**src/rtl/i2cmw_pkg.sv**
```systemverilog
package i2cmw_pkg;

  // Default sizes
  localparam int unsigned BufferDepthDef = 32;
  localparam int unsigned FillCountDef   = 129;

  // Request kinds
  typedef enum logic [1:0] {
    REQ_LOAD   = 2'd0,
    REQ_START  = 2'd1,
    REQ_STATUS = 2'd2,
    REQ_NONE   = 2'd3
  } req_e;

  // Bus actions
  typedef enum logic [2:0] {
    ACT_NONE    = 3'd0,
    ACT_START   = 3'd1,
    ACT_SEND    = 3'd2,
    ACT_STOP    = 3'd3,
    ACT_RELEASE = 3'd4
  } act_e;

  // Result codes
  typedef enum logic [2:0] {
    RES_OK        = 3'd0,
    RES_TOO_LONG  = 3'd1,
    RES_ADDR_NACK = 3'd2,
    RES_DATA_NACK = 3'd3,
    RES_OTHER     = 3'd4,
    RES_BUSY      = 3'd5
  } res_e;

  // Bus status codes (status register bits 7..3)
  typedef enum logic [4:0] {
    ST_BUS_ERROR = 5'h00,
    ST_START     = 5'h01,
    ST_REP_START = 5'h02,
    ST_SLA_ACK   = 5'h03,
    ST_SLA_NACK  = 5'h04,
    ST_DATA_ACK  = 5'h05,
    ST_DATA_NACK = 5'h06,
    ST_ARB_LOST  = 5'h07
  } status_e;

  // Input beat
  typedef struct packed {
    logic [1:0] req_type;
    logic [4:0] byte_position;
    logic [7:0] payload_byte;
    logic [6:0] slave_address;
    logic [7:0] transfer_length;
    logic       stop_at_end_req;
    logic       fill_request;
    logic [7:0] bus_status;
  } in_t;

  // Result beat
  typedef struct packed {
    logic [2:0] bus_action;
    logic [7:0] tx_byte;
    logic       transfer_done;
    logic [2:0] result_code;
    logic       busy_flag;
  } out_t;

endpackage

```
**src/rtl/i2cmw_ram.sv**
```systemverilog
module i2cmw_ram #(
  parameter int unsigned Width = 8,
  parameter int unsigned Depth = 32
) (
  input  logic                     clk_i,
  input  logic                     we_i,
  input  logic [$clog2(Depth)-1:0] waddr_i,
  input  logic [Width-1:0]         wdata_i,
  input  logic [$clog2(Depth)-1:0] raddr_i,
  output logic [Width-1:0]         rdata_o
);

  logic [Width-1:0] mem_q [Depth];
  logic [Width-1:0] rdata_q;

  // One write port, one registered read port
  always_ff @(posedge clk_i) begin
    if (we_i) begin
      mem_q[waddr_i] <= wdata_i;
    end
    rdata_q <= mem_q[raddr_i];
  end

  assign rdata_o = rdata_q;

endmodule

```
**src/rtl/i2cmw_ctrl.sv**
```systemverilog
module i2cmw_ctrl #(
  parameter int unsigned BufferDepth = i2cmw_pkg::BufferDepthDef,
  parameter int unsigned FillCount   = i2cmw_pkg::FillCountDef
) (
  input  logic                           clk_i,
  input  logic                           rst_ni,
  input  logic                           accept_i,
  input  i2cmw_pkg::in_t                 item_i,
  input  logic [7:0]                     rd_data_i,
  output logic                           we_o,
  output logic [$clog2(BufferDepth)-1:0] waddr_o,
  output logic [$clog2(BufferDepth)-1:0] raddr_o,
  output i2cmw_pkg::out_t                res_o
);
  import i2cmw_pkg::*;

  localparam int unsigned AddrW  = $clog2(BufferDepth);
  localparam logic [8:0]  DepthW = 9'(BufferDepth);
  localparam logic [7:0]  FillW  = 8'(FillCount);

  logic       busy_q, busy_d;
  logic       stop_q, stop_d;
  logic       fill_q, fill_d;
  logic [7:0] sent_q, sent_d;
  logic [7:0] len_q, len_d;
  logic [2:0] err_q, err_d;
  logic [7:0] addr_byte_q, addr_byte_d;

  logic [7:0] pos_ext;
  logic       pos_ok;
  logic [4:0] code;

  assign pos_ext = {3'b000, item_i.byte_position};
  assign pos_ok  = {1'b0, pos_ext} < DepthW;
  assign code    = item_i.bus_status[7:3];

  // Store write: loads only while ready
  assign we_o    = accept_i && (item_i.req_type == REQ_LOAD) && !busy_q && pos_ok;
  assign waddr_o = pos_ext[AddrW-1:0];

  // Decision for one beat
  always_comb begin
    busy_d      = busy_q;
    stop_d      = stop_q;
    fill_d      = fill_q;
    sent_d      = sent_q;
    len_d       = len_q;
    err_d       = err_q;
    addr_byte_d = addr_byte_q;
    res_o       = '0;

    case (item_i.req_type)
      REQ_START: begin
        if ({1'b0, item_i.transfer_length} > DepthW) begin
          res_o.transfer_done = 1'b1;
          res_o.result_code   = RES_TOO_LONG;
        end else if (busy_q) begin
          res_o.transfer_done = 1'b1;
          res_o.result_code   = RES_BUSY;
        end else begin
          busy_d           = 1'b1;
          stop_d           = item_i.stop_at_end_req;
          fill_d           = item_i.fill_request;
          err_d            = RES_OK;
          sent_d           = '0;
          len_d            = item_i.fill_request ? FillW : item_i.transfer_length;
          addr_byte_d      = {item_i.slave_address, 1'b0};
          res_o.bus_action = ACT_START;
        end
      end
      REQ_STATUS: begin
        if (code == ST_BUS_ERROR) begin
          res_o.bus_action = ACT_STOP;
          if (busy_q) begin
            busy_d              = 1'b0;
            err_d               = RES_OTHER;
            res_o.transfer_done = 1'b1;
            res_o.result_code   = RES_OTHER;
          end
        end else if (busy_q) begin
          case (code)
            ST_START, ST_REP_START: begin
              res_o.bus_action = ACT_SEND;
              res_o.tx_byte    = addr_byte_q;
            end
            ST_SLA_ACK, ST_DATA_ACK: begin
              if (sent_q < len_q) begin
                sent_d           = sent_q + 8'd1;
                res_o.bus_action = ACT_SEND;
                res_o.tx_byte    = rd_data_i;
              end else begin
                busy_d              = 1'b0;
                res_o.bus_action    = stop_q ? ACT_STOP : ACT_NONE;
                res_o.transfer_done = 1'b1;
                res_o.result_code   = err_q;
              end
            end
            ST_SLA_NACK: begin
              busy_d              = 1'b0;
              err_d               = RES_ADDR_NACK;
              res_o.bus_action    = ACT_STOP;
              res_o.transfer_done = 1'b1;
              res_o.result_code   = RES_ADDR_NACK;
            end
            ST_DATA_NACK: begin
              busy_d              = 1'b0;
              err_d               = RES_DATA_NACK;
              res_o.bus_action    = ACT_STOP;
              res_o.transfer_done = 1'b1;
              res_o.result_code   = RES_DATA_NACK;
            end
            ST_ARB_LOST: begin
              busy_d              = 1'b0;
              err_d               = RES_OTHER;
              res_o.bus_action    = ACT_RELEASE;
              res_o.transfer_done = 1'b1;
              res_o.result_code   = RES_OTHER;
            end
            default: ;
          endcase
        end
      end
      default: ;
    endcase

    res_o.busy_flag = busy_d;
  end

  // Prefetch the byte the next ack would send; store read is registered
  always_comb begin
    if (!accept_i) begin
      raddr_o = (sent_q == 8'd0) ? '0 :
                fill_q           ? AddrW'(1) : sent_q[AddrW-1:0];
    end else begin
      raddr_o = (sent_d == 8'd0) ? '0 :
                fill_d           ? AddrW'(1) : sent_d[AddrW-1:0];
    end
  end

  // Sequencer state
  always_ff @(posedge clk_i or negedge rst_ni) begin
    if (!rst_ni) begin
      busy_q      <= 1'b0;
      stop_q      <= 1'b1;
      fill_q      <= 1'b0;
      sent_q      <= '0;
      len_q       <= '0;
      err_q       <= RES_OK;
      addr_byte_q <= '0;
    end else if (accept_i) begin
      busy_q      <= busy_d;
      stop_q      <= stop_d;
      fill_q      <= fill_d;
      sent_q      <= sent_d;
      len_q       <= len_d;
      err_q       <= err_d;
      addr_byte_q <= addr_byte_d;
    end
  end

endmodule

```
**src/rtl/i2c_master_write_sequencer.sv**
```systemverilog
// I2C master write sequencer.
// Input channel (in_valid_i / in_ready_o / in_data_i) takes one beat per request:
// a buffer load, a start request, or a bus status event from the I2C controller.
// Output channel (out_valid_o / out_ready_i / out_data_o) gives exactly one result
// beat per input beat: the bus action to take, the byte to send, done and
// result code, and the busy flag after the request.
// A result is valid the cycle after its input beat is accepted.
// Throughput is one beat per cycle while the receiver does not stall; the payload
// buffer is a RAM whose registered read always holds the byte the next ack sends.
// Reset leaves the block ready (not busy), stop-after-last-byte set, and the
// buffer contents undefined until loaded.
// When the receiver stalls, the result register holds its beat and in_ready_o
// drops, so no new request is taken until the held result is taken; input is
// accepted in the same cycle the held result leaves.
module i2c_master_write_sequencer #(
  parameter int unsigned BUFFER_DEPTH = i2cmw_pkg::BufferDepthDef,
  parameter int unsigned FILL_COUNT   = i2cmw_pkg::FillCountDef
) (
  input  logic            clk_i,
  input  logic            rst_ni,
  input  logic            in_valid_i,
  output logic            in_ready_o,
  input  i2cmw_pkg::in_t  in_data_i,
  output logic            out_valid_o,
  input  logic            out_ready_i,
  output i2cmw_pkg::out_t out_data_o
);
  import i2cmw_pkg::*;

  localparam int unsigned AddrW = $clog2(BUFFER_DEPTH);

  logic             accept;
  logic             we;
  logic [AddrW-1:0] waddr;
  logic [AddrW-1:0] raddr;
  logic [7:0]       rd_data;
  out_t             res;
  out_t             out_q;
  logic             out_valid_q;

  assign in_ready_o = !out_valid_q || out_ready_i;
  assign accept     = in_valid_i && in_ready_o;

  // Payload buffer
  i2cmw_ram #(
    .Width(8),
    .Depth(BUFFER_DEPTH)
  ) u_ram (
    .clk_i  (clk_i),
    .we_i   (we),
    .waddr_i(waddr),
    .wdata_i(in_data_i.payload_byte),
    .raddr_i(raddr),
    .rdata_o(rd_data)
  );

  // Transfer control
  i2cmw_ctrl #(
    .BufferDepth(BUFFER_DEPTH),
    .FillCount  (FILL_COUNT)
  ) u_ctrl (
    .clk_i    (clk_i),
    .rst_ni   (rst_ni),
    .accept_i (accept),
    .item_i   (in_data_i),
    .rd_data_i(rd_data),
    .we_o     (we),
    .waddr_o  (waddr),
    .raddr_o  (raddr),
    .res_o    (res)
  );

  // Result register valid
  always_ff @(posedge clk_i or negedge rst_ni) begin
    if (!rst_ni) begin
      out_valid_q <= 1'b0;
    end else if (in_ready_o) begin
      out_valid_q <= accept;
    end
  end

  // Result register payload
  always_ff @(posedge clk_i) begin
    if (accept) begin
      out_q <= res;
    end
  end

  assign out_valid_o = out_valid_q;
  assign out_data_o  = out_q;

endmodule

```
**config.mk**
```make
export PLATFORM = sky130hd
export DESIGN_NAME = i2c_master_write_sequencer
export DESIGN_NICKNAME = d
export VERILOG_FILES = /design/src/rtl/i2cmw_pkg.sv /design/src/rtl/i2cmw_ram.sv /design/src/rtl/i2cmw_ctrl.sv /design/src/rtl/i2c_master_write_sequencer.sv
export SDC_FILE = /design/constraint.sdc
export NUM_CORES = 1
export LEC_CHECK = 0
export BUFFER_PORTS_ARGS = -buffer_cell sky130_fd_sc_hd__buf_2
export CAP_MARGIN = 20
export CORE_AREA = 2 2 202 204
export CTS_BUF_LIST = sky130_fd_sc_hd__clkbuf_8
export CTS_CLUSTER_DIAMETER = 200
export CTS_CLUSTER_SIZE = 40
export DETAILED_ROUTE_END_ITERATION = 6
export DIE_AREA = 0 0 204 206
export PLACE_DENSITY_LB_ADDON = 0.2
export SYNTH_ARGS = -nofsm -noshare
export SYNTH_HDL_FRONTEND = slang
export SYNTH_HIERARCHICAL = 1
export SYNTH_SLANG_ARGS = --single-unit
```
**constraint.sdc**
```tcl
create_clock -name clk_i -period 5.5 [get_ports clk_i]
set_input_delay 0.275 -clock clk_i [delete_from_list [all_inputs] [get_ports clk_i]]
set_output_delay 0.275 -clock clk_i [all_outputs]
set_load 0.02 [all_outputs]
```
==> run metrics <==
Top-Level Pins 62; multi-input logic area 0.003625 mm^2; Syn Nets 799; Die Y 206 um; r2r setup slk 550 ps; Syn. warnings 6; routability-driven placement congestion ratio 0.7908; nets 860; Seq pwr share 58.1%; top cells by area, synth edfxtp_1 (63%), mux4_2 (14%), dfrtp_1 (5.6%), nor2_1 (1.8%), dfxtp_1 (1.2%); root buf cell clkbuf_8; FF-to-FF Start u_ctrl/sent_q[2]$_DFFE_PN0P_; routed vias/inst 5.016; Final Hold Vio Count 0; DP HPWL 17850 um; antenna cells 0; unrepaired setup endpoints after global routing no; Seq cells post-synth 310; clock network power share 18.2%; DRC errors left 0; first-pass GRT wire length 42990 um; clock buffer count from CTS 11; Critical Path Start u_ctrl/sent_q[2]$_DFFE_PN0P_; die span in x 204 um; skew final 55.01 ps; MaxCap Viol Count 0; utilization after layout 35.39%; leakage dissipation 0.004538 uW; fmax 201.9 MHz; Detailed Route WL 28440 um; post-synthesis cell area 0.01298 mm^2; Switching Power 1266 uW; setup tns final 0 ps; largest net degree at the start of global routing 65; Synth top area share 62.93%; CORE AREA 0.04018 mm^2; Slew HR 33.90%; R2R depth 12; crit path to u_ram/rdata_o[1]$_DFF_P_; CTS tree built; outcome finished clean; vias 6711; vias in the first global route 6664; critical path arrival 5430 ps; final setup margin 547.6 ps; met1 Track Usage GR 20.85%; register area 0.009080 mm^2; Die ar. 0.04202 mm^2; # Post-CTS Setup Buffers 0; crit start category flip-flop; global route overflow 0; layout cells sized above 1 23.57%; Cell Int Power 3360 uW; Slew Viols, Final 0; met3 Track Usage GR 1.671%; min-delay worst type in2reg; pre-CTS setup slack 559.4 ps; kind of critical path reg2reg; syn_area_per_cell 17.47 um^2; 1st-pass router iterations 4; initial antenna violation count 0; gr busiest metal met2; post-synthesis cell type count 65; Seq/Total Area, Yosys 69.95%; Async SR Flop Fraction 9.677%; dominant cell type by area after synthesis edfxtp_1; worst vdd ir 0.0002364 V; I/O Buffers 58; Skew-Pair Late Insertion Delay 580 ps; synthesis-to-layout area growth 9.572%; TritonCTS Sinks 310; reg2reg end u_ram/rdata_o[1]$_DFF_P_; H-tree levels 1; row cnt 74; CTS max path bufs 3; Final setup viols 0; Post-synth EDFFs 272; drt first-iter violations 470; Primary FF master, synth edfxtp_1; gr usage total 13.67%; Final Cycle Share 90.04%; worst-margin pin slew 984.8 ps; sw frac 27.37%; DRT antenna net count 0; post-cts sizing count 0; pwr/cell area 325.3 mW/mm^2; Synth Instances 743; detailed-route wire length per cell 21.26 um; crit path max fanout 64; critical path data required time 5980 ps; worst hold slack 57.75 ps; Crit. End Element flip-flop; met2 GRT Util 21.32%; Fill cells 3865; combinational share of power 23.6%; clock-pin slew on the worst setup and hold paths 250 ps; Initial Util 32.30%; Final Critical Period 4952 ps
[power by group through the flow]
stage	Combinational [uW]	Sequential, uW	Clock [uW]
after floorplan	780	2730	0
after global placement	1100	2740	0
after detailed placement	1100	2740	0
after CTS	1120	2690	896
after global routing	1190	2700	959
final	1090	2690	843
[sequential cells by signal (all words and copies together) (netlist names)]
signal and cells:
u_ctrl/fill_q 1, out_valid_o 1, u_ram/rdata_o 8, u_ctrl/err_q 3, u_ctrl/addr_byte_q 7, u_ctrl/len_q 8, u_ram/mem_q 256, u_ctrl/stop_q 1
out_data_o 16, u_ctrl/busy_q 1, u_ctrl/sent_q 8
[timing repair]
item	4_1_cts	5_1_grt
endpoints found under the setup margin	0	0
hold buffers	19	0
endpoints found under the hold margin	45	0
[cells by family after synthesis]
logic type | synth area share [%]
multiplexers | 15.68
adder cells (fa/ha/maj) | 1.234
AO/OA/AOI/OAI | 4.107
buffers and inverters | 2.246
XOR/XNOR | 0.1350
flip-flops | 69.95
AND/OR/NAND/NOR | 6.642
[cell usage in the layout, fill, tap and decap left out, drive strengths merged, types with 4 or more instances in the layout]
cell type	Yosys	final
dfxtp	8	8
o21ai	22	22
dlygate4sd3	0	19
a21oi	25	25
nand3b	6	6
nor3	9	9
and2	4	4
nor2b	4	4
nand4	7	7
a211oi	6	6
nand2	39	39
nor2	63	63
buf	22	72
dfrtp	29	29
edfxtp	272	272
nand2b	10	10
ha	12	12
nand3	10	10
a22oi	7	7
inv	18	22
mux2	19	19
mux4	80	80
and3	8	8
clkbuf	21	11
[synth_stat cells (all sizes together), types with 2 or more instances]
library cell	n
ha	12
or2	2
nand4	7
a21boi	2
mux2	19
nor4	2
dfrtp	29
a31oi	3
a22oi	7
a22o	2
inv	18
or3b	3
nand2b	10
edfxtp	272
nor3	9
a21o	2
or3	2
dfxtp	8
nor2b	4
o21a	2
buf	22
nand2	39
o21ai	22
a21oi	25
a211oi	6
nand3b	6
clkbuf	21
and3	8
mux4	80
and2	4
nor2	63
nand3	10
mux2i	2
and4	2
[metal layers]
layer  share of wire (%)  vias to the layer above
li1                    -                     3035
met1                  49                     3530
met2                  45                      125
met3                 3.8                       21
met4                 1.5                        0
met5                   0                        -
[area by class of cell]
type / instances / area share [%]
clock buffers: 11 / 1.064
repair buffers: 91 / 4.293
well taps: 532 / 4.680
flip-flops and latches: 310 / 63.84
multi-input cells: 372 / 25.49
clock inverters: 4 / 0.1584
inverters: 18 / 0.4751
[metrics by stage]
stage                     cell area (um^2)  std cells  total power [uW]
after floorplan                      12980        743              3507
after global placement               13860       1304              3844
after detailed placement             13860       1304              3846
after CTS                            14220       1338              4706
after global routing                 14220       1338              4845
final                                14220       1338              4626
[worst min-delay path by stage]
stage | slack (ps) | depth (start not counted) | to | from
after floorplan | -20 | 0 | out_valid_o$_DFFE_PN0P_ | rst_ni
after global placement | 380 | 1 | u_ctrl/len_q[4]$_DFFE_PN0P_ | rst_ni
after detailed placement | 380 | 1 | u_ctrl/len_q[4]$_DFFE_PN0P_ | rst_ni
after CTS | 10 | 3 | u_ctrl/err_q[0]$_DFFE_PN0P_ | in_data_i[4]
after global routing | 40 | 3 | u_ctrl/err_q[0]$_DFFE_PN0P_ | in_data_i[4]
final | 60 | 3 | u_ctrl/err_q[0]$_DFFE_PN0P_ | in_data_i[4]
[critical path, stage by stage, from the launching register on]
cell and delay, ps:
dfrtp_1 550, ha_1 350, a211oi_1 220, o21ai_1 190
a2111oi_4 750, a21oi_1 140, nor3_1 390, nand3_1 120
o41a_2 420, buf_12 270, mux4_2 570, mux4_2 510
mux2_2 300
(Power assumes the default switching activity.)
